File: config.mk
export PLATFORM = sky130hd
export DESIGN_NAME = serial_log_line_filter_unit_flat
export DESIGN_NICKNAME = d
export VERILOG_FILES = /design/src/rtl/sllf_pkg.sv /design/src/rtl/sllf_in_if.sv /design/src/rtl/sllf_out_if.sv /design/src/rtl/sllf_decide.sv /design/src/rtl/serial_log_line_filter_unit.sv /design/src/flat_wrapper.sv
export SDC_FILE = /design/constraint.sdc
export NUM_CORES = 1
export LEC_CHECK = 0
export BUFFER_PORTS_ARGS = -buffer_cell sky130_fd_sc_hd__buf_2
export CORE_MARGIN = 5
export CORE_UTILIZATION = 40
export CTS_CLUSTER_DIAMETER = 200
export DETAILED_ROUTE_END_ITERATION = 7
export GPL_ROUTABILITY_DRIVEN = 1
export MAX_ROUTING_LAYER = met4
export SETUP_SLACK_MARGIN = 0.02
export SLEW_MARGIN = 30
export SYNTH_ARGS = -nofsm -noshare
export SYNTH_HDL_FRONTEND = slang
export SYNTH_SLANG_ARGS = --single-unit
File: constraint.sdc
create_clock -name clk -period 2.9 [get_ports clk]
set_input_delay 0.29 -clock clk [delete_from_list [all_inputs] [get_ports clk]]
set_output_delay 0.29 -clock clk [all_outputs]
set_load 0.005 [all_outputs]
File: src/rtl/sllf_pkg.sv
// Shared types and constants for the serial log line filter.
// No dependencies; imported by every other file of the block.
package sllf_pkg;

	localparam int unsigned MAX_LEN_DEF = 256;
	localparam int unsigned BYTE_W      = 8;
	localparam int unsigned LEN_W       = 8;

	localparam logic [BYTE_W-1:0] VENDOR_MARK  = 8'h01;
	localparam logic [BYTE_W-1:0] VENDOR_TAG_A = 8'h60;
	localparam logic [BYTE_W-1:0] VENDOR_TAG_B = 8'h62;
	localparam logic [BYTE_W-1:0] ESC_START    = 8'h1b;
	localparam logic [BYTE_W-1:0] ESC_END      = 8'h6d;
	localparam logic [BYTE_W-1:0] CHAR_CR      = 8'h0d;
	localparam logic [BYTE_W-1:0] CHAR_LF      = 8'h0a;

	typedef struct packed {
		logic              vendor_pend;
		logic              esc_act;
		logic              cr_seen;
		logic [LEN_W-1:0]  line_cnt;
	} filt_state_t;

	typedef struct packed {
		logic              emit;
		logic              has_byte;
		logic [BYTE_W-1:0] out_byte;
		logic              end_of_line;
		logic [LEN_W-1:0]  line_length;
	} filt_res_t;

endpackage

File: src/rtl/sllf_in_if.sv
// Input channel of the serial log line filter: one received byte per transfer.
// Depends on sllf_pkg.
interface sllf_in_if import sllf_pkg::*; ();
	logic              valid;
	logic              ready;
	logic [BYTE_W-1:0] rx_byte;

	modport source (output valid, output rx_byte, input ready);
	modport sink   (input valid, input rx_byte, output ready);
endinterface

File: src/rtl/sllf_out_if.sv
// Result channel of the serial log line filter: kept byte and end-of-line mark.
// Depends on sllf_pkg.
interface sllf_out_if import sllf_pkg::*; ();
	logic              valid;
	logic              ready;
	logic              has_byte;
	logic [BYTE_W-1:0] out_byte;
	logic              end_of_line;
	logic [LEN_W-1:0]  line_length;

	modport source (output valid, output has_byte, output out_byte,
		output end_of_line, output line_length, input ready);
	modport sink   (input valid, input has_byte, input out_byte,
		input end_of_line, input line_length, output ready);
endinterface

File: src/rtl/sllf_decide.sv
// Per-byte drop decision, flag update and line length logic (combinational).
// Depends on sllf_pkg.
module sllf_decide import sllf_pkg::*; #(
	parameter int unsigned MAX_LEN = MAX_LEN_DEF
) (
	input  logic [BYTE_W-1:0] rx_byte,
	input  filt_state_t       cur,
	output filt_state_t       nxt,
	output filt_res_t         res
);

	localparam logic [LEN_W-1:0] LIMIT = LEN_W'(MAX_LEN - 1);

	logic             dropped;
	logic [LEN_W-1:0] cnt_inc;
	logic             flush;

	always_comb begin
		nxt.vendor_pend = cur.vendor_pend;
		nxt.esc_act     = cur.esc_act;
		nxt.cr_seen     = cur.cr_seen;
		dropped         = 1'b1;
		// priority: vendor marker, escape sequence, CR/LF
		if (rx_byte == VENDOR_MARK) begin
			nxt.vendor_pend = 1'b1;
		end else if (cur.vendor_pend &&
				(rx_byte == VENDOR_TAG_A || rx_byte == VENDOR_TAG_B)) begin
			nxt.vendor_pend = 1'b0;
		end else if (rx_byte == ESC_START) begin
			nxt.esc_act = 1'b1;
		end else if (cur.esc_act) begin
			if (rx_byte == ESC_END) begin
				nxt.esc_act = 1'b0;
			end
		end else if (rx_byte == CHAR_CR) begin
			nxt.cr_seen = 1'b1;
		end else if (cur.cr_seen && rx_byte == CHAR_LF) begin
			nxt.cr_seen = 1'b0;
		end else begin
			dropped = 1'b0;
		end

		cnt_inc = dropped ? cur.line_cnt : cur.line_cnt + LEN_W'(1);
		// a dropped LF ends the line, even inside an escape sequence
		flush   = (dropped && rx_byte == CHAR_LF) || (cnt_inc == LIMIT);
		nxt.line_cnt = flush ? '0 : cnt_inc;

		res.emit        = !dropped || flush;
		res.has_byte    = !dropped;
		res.out_byte    = dropped ? '0 : rx_byte;
		res.end_of_line = flush;
		res.line_length = flush ? cnt_inc : '0;
	end

endmodule

File: src/rtl/serial_log_line_filter_unit.sv
// Serial log line filter, top level: input register, decision logic, result register.
// Depends on sllf_pkg, sllf_in_if, sllf_out_if and sllf_decide.
//
// Usage:
//   rx  : one received serial byte per transfer (valid/ready).
//   res : zero or one result per byte: a kept byte (has_byte), an
//         end-of-line mark with the line length (end_of_line,
//         line_length), or both in the same transfer. Dropped bytes
//         that do not end a line give no transfer.
//   Path: a byte taken on rx reaches res through the input register,
//   then the result register.
//   Throughput: one byte per cycle, sustained, while res is drained.
//   Stall: when res holds a result that is not taken, the decision
//   stage holds; rx takes at most one more byte, into the input
//   register if it is empty, and then deasserts ready until res moves.
//   Reset (arst_n low): marker flags and the line count clear, both
//   registers empty; no clearing pass, ready right after reset.
module serial_log_line_filter_unit import sllf_pkg::*; #(
	parameter int unsigned MAX_LEN = MAX_LEN_DEF
) (
	input  logic clk,
	input  logic arst_n,
	sllf_in_if.sink    rx,
	sllf_out_if.source res
);

	logic              vld_s1;
	logic [BYTE_W-1:0] byte_s1;
	filt_state_t       st_q;
	filt_state_t       st_nxt;
	filt_res_t         dec_res;
	logic              res_vld_q;
	filt_res_t         res_q;
	logic              advance;

	// decision stage moves when the result register is free or being drained
	assign advance  = vld_s1 && (!res_vld_q || res.ready);
	assign rx.ready = !vld_s1 || advance;

	sllf_decide #(
		.MAX_LEN(MAX_LEN)
	) u_decide (
		.rx_byte (byte_s1),
		.cur     (st_q),
		.nxt     (st_nxt),
		.res     (dec_res)
	);

	always_ff @(posedge clk or negedge arst_n) begin
		if (!arst_n) begin
			vld_s1 <= 1'b0;
		end else if (rx.ready) begin
			vld_s1 <= rx.valid;
		end
	end

	always_ff @(posedge clk) begin
		if (rx.ready && rx.valid) begin
			byte_s1 <= rx.rx_byte;
		end
	end

	always_ff @(posedge clk or negedge arst_n) begin
		if (!arst_n) begin
			st_q <= '0;
		end else if (advance) begin
			st_q <= st_nxt;
		end
	end

	always_ff @(posedge clk or negedge arst_n) begin
		if (!arst_n) begin
			res_vld_q <= 1'b0;
		end else if (advance) begin
			res_vld_q <= dec_res.emit;
		end else if (res.ready) begin
			res_vld_q <= 1'b0;
		end
	end

	always_ff @(posedge clk) begin
		if (advance && dec_res.emit) begin
			res_q <= dec_res;
		end
	end

	assign res.valid       = res_vld_q;
	assign res.has_byte    = res_q.has_byte;
	assign res.out_byte    = res_q.out_byte;
	assign res.end_of_line = res_q.end_of_line;
	assign res.line_length = res_q.line_length;

endmodule
File: src/flat_wrapper.sv
// flat-port wrapper written by rule: the top's interface ports become plain ports
module serial_log_line_filter_unit_flat import sllf_pkg::*;
#(
	parameter int unsigned MAX_LEN = MAX_LEN_DEF
)
  (clk, arst_n, rx_valid, rx_rx_byte, rx_ready, res_valid, res_has_byte, res_out_byte, res_end_of_line, res_line_length, res_ready);
  sllf_in_if rx_i ();
  sllf_out_if res_i ();
  input  logic clk;
  input  logic arst_n;
  input wire logic [$bits(rx_i.valid)-1:0] rx_valid;
  input wire logic [$bits(rx_i.rx_byte)-1:0] rx_rx_byte;
  output wire logic [$bits(rx_i.ready)-1:0] rx_ready;
  output wire logic [$bits(res_i.valid)-1:0] res_valid;
  output wire logic [$bits(res_i.has_byte)-1:0] res_has_byte;
  output wire logic [$bits(res_i.out_byte)-1:0] res_out_byte;
  output wire logic [$bits(res_i.end_of_line)-1:0] res_end_of_line;
  output wire logic [$bits(res_i.line_length)-1:0] res_line_length;
  input wire logic [$bits(res_i.ready)-1:0] res_ready;
  assign rx_i.valid = rx_valid;
  assign rx_i.rx_byte = rx_rx_byte;
  assign rx_ready = rx_i.ready;
  assign res_valid = res_i.valid;
  assign res_has_byte = res_i.has_byte;
  assign res_out_byte = res_i.out_byte;
  assign res_end_of_line = res_i.end_of_line;
  assign res_line_length = res_i.line_length;
  assign res_i.ready = res_ready;
  serial_log_line_filter_unit #(.MAX_LEN(MAX_LEN)) u_core (.clk(clk), .arst_n(arst_n), .rx(rx_i), .res(res_i));
endmodule
==> flow_summary_export.csv <==
group,metric,value,unit
final_layout,layout_commonest_cell,"buf_2",
route,drc,0,
setup_path,critical_path_class,"flip-flop to flip-flop",
clock_network,cts.sinks,39,
power_and_ir_drop,p_leak,0.8459,nW
grt,antenna_found_initial,0,
setup_path,startpoint_type,"flip-flop",
timing,rsz0062_at_grt,"false",
route,drtIter0Drc,110,
clock_network,numCtsBuffers,5,
place,placed_cell_area,2083,µm²
setup_path,cp-end-kind,"flip-flop",
synthesis,ys_seq_area_share,59.09,%
clock_network,tritoncts,"yes",
timing,tightest_slew,662.8,ps
synthesis,synth_edf_count,26,
final_layout,fin_area,2177,µm²
clock_network,h-tree-depth,2,
grt,grt.overflow.total,0,
final_layout,diodes,0,
setup_path,required,3060,ps
synthesis,synth_cell_type_count,43,
route,wl_per_cell,15.35,µm
synthesis,synth_area,1872,µm²
timing,finClkSkew,7.178,ps
synthesis,syn_inst,162,
synthesis,synth-seq-cells,39,
job,drv_cap,0,
final_layout,layout-drive-gt1-share,25.00,%
die,die_w,78.41,µm
timing,setup_tns,0,ps
final_layout,area_delta_synth_final,16.31,%
timing,setup_viol,0,
clock_network,clock_path_buffers,2,
route,viasPerCell,5.345,
timing,final-hold-violation-count,0,
die,chipHeight,78.41,µm
setup_path,crit_arrival,2750,ps
worst_hold_path,hp-class,"primary input to flip-flop",
clock_network,cts_resized,0,
setup_path,crit_fanout,16,
place,io_buffers,31,
timing,holdWs,169.6,ps
route,postRouteAntennaNets,0,
final_layout,fill_cells,437,
power_and_ir_drop,p_per_area,657.6,nW/µm²
grt,track_usage,14.04,%
grt,grt_pass1_wl,6.341,mm
clock_network,clk_latency,290,ps
clock_network,clkSlewWorstSetupHoldPaths,80,ps
clock_network,cts_root_buf,"clkbuf_8",
place,dp.final_hpwl,2.958,mm
timing,timing.fmax,0.3870,GHz
final_layout,layout.nets,212,
route,routed_wl,3.869,mm
synthesis,yosys_most_used_dff,"edfxtp_1",
timing,fin_crit_sh,89.11,%
synthesis,synth.avg_cell_area,11.55,µm²
die,ioPinCount,32,
final_layout,final_cell_mix,"31 x buf_2, 26 x edfxtp_1, 19 x nand2_1",
place,gp_congestion,0.8780,
final_layout,fin_util,48.99,%
route,vias,1347,
grt,grt_pass1_vias,1265,
timing,slew_viol_final,0,
power_and_ir_drop,vdd_drop_max,0.2843,mV
die,fp-row-count,24,
synthesis,syn_nets,175,
die,dieArea,6147,µm²
die,core,4444,µm²
run_status,outcome,"complete, no violations",
power_and_ir_drop,totalPowerFinal,1.432,mW
route,drt-pass1-iter-count,4,
die,initial_utilization,42.12,%
timing,slew-limit-headroom,55.19,%
synthesis,async_reset_ff_share,33.33,%
grt,grt_max_degree,19,
timing,period_needed,2584,ps
synthesis,ys_warn_count,0,
[flip-flops by register name, indices dropped and copies added, names as in the netlist]
| name | count |
|---|---|
| u_core.byte_s1 | 8 |
| u_core.res.end_of_line | 1 |
| u_core.res.valid | 1 |
| u_core.st_q | 11 |
| u_core.res.has_byte | 1 |
| u_core.res.out_byte | 8 |
| u_core.vld_s1 | 1 |
| u_core.res.line_length | 8 |
[worst max-delay path: stages (launching register included)]
cell	delay, ps
edfxtp_1	460
or4_1	570
o22a_1	280
o211ai_4	250
inv_2	180
mux2i_4	260
buf_4	220
a21oi_1	120
o22ai_1	100
[power by group]
group	total [mW]	switching, mW	internal [mW]	leakage [nW]
combinational	0.328	0.181	0.147	0.394
sequential	0.756	0.0748	0.681	0.404
clock	0.348	0.183	0.164	0.0477
[Yosys cell counts, types with 4 or more instances]
cell type  number  area, µm²
nor2_1         12      45.04
nand3_1         5      25.02
o21ai_0         4      20.02
xnor2_1         6      52.55
dfrtp_1        13      325.3
nand2_1        19      71.32
a21oi_1         7      35.03
o21ai_1         5      25.02
and2_1         11      68.82
edfxtp_1       26      780.8
and3_1          4      25.02
[per-stage QoR]
step | worst slack [ps] | cells
5_1_grt | 205.8 | 252
6_report | 315.7 | 252
3_3_place_gp | 405.7 | 243
2_1_floorplan | 239.1 | 162
3_5_place_dp | 337.3 | 243
4_1_cts | 314.5 | 252
[area by class of cell]
class	instances	area (µm²)	share of cell area [%]
sequential	39	1106	50.80
multi-input combinational	111	700.7	32.18
timing repair buffer	37	202.7	9.310
clock buffer	5	68.82	3.161
tap	52	65.06	2.989
inverter	5	18.77	0.8621
clock inverter	3	15.01	0.6897
[repair_timing]
item | 4_1_cts | 5_1_grt
setup buffers | 0 | 0
endpoints found under the hold margin | 13 | 0
hold buffers | 1 | 0
[layer usage]
layer	up-vias	track usage, %	routed length (µm)
met3	7	4.462	221
li1	666	-	-
met5	-	-	0
met2	39	22.69	1836
met4	0	4.720	71
met1	635	16.65	1740
[path summary, 6_finish.rpt]
check / slack [ps] / cells after the start / end / startpoint
setup reg to reg: 320 / 8 / u_core.st_q[4] / u_core.byte_s1[4]
hold reg to reg: 530 / 1 / u_core.st_q[8] / u_core.st_q[9]
max in group asynchronous: 2210 / 2 / u_core.st_q[3] / arst_n
min in group asynchronous: 430 / 2 / u_core.st_q[8] / arst_n
setup / recovery: 320 / 8 / u_core.st_q[4] / u_core.byte_s1[4]
hold / removal: 170 / 1 / u_core.byte_s1[6] / rx_rx_byte[6]
[kinds of logic after synthesis]
logic type | synth area share [%]
buffers and inverters | 3.476
and+or+nand+nor | 20.86
DFF | 59.09
AOI/OAI and AO/OA | 10.90
muxes | 1.738
adders and majority gates | 0.6683
xor gates and xnor gates | 3.275
Power figures use the tool's default switching activity.
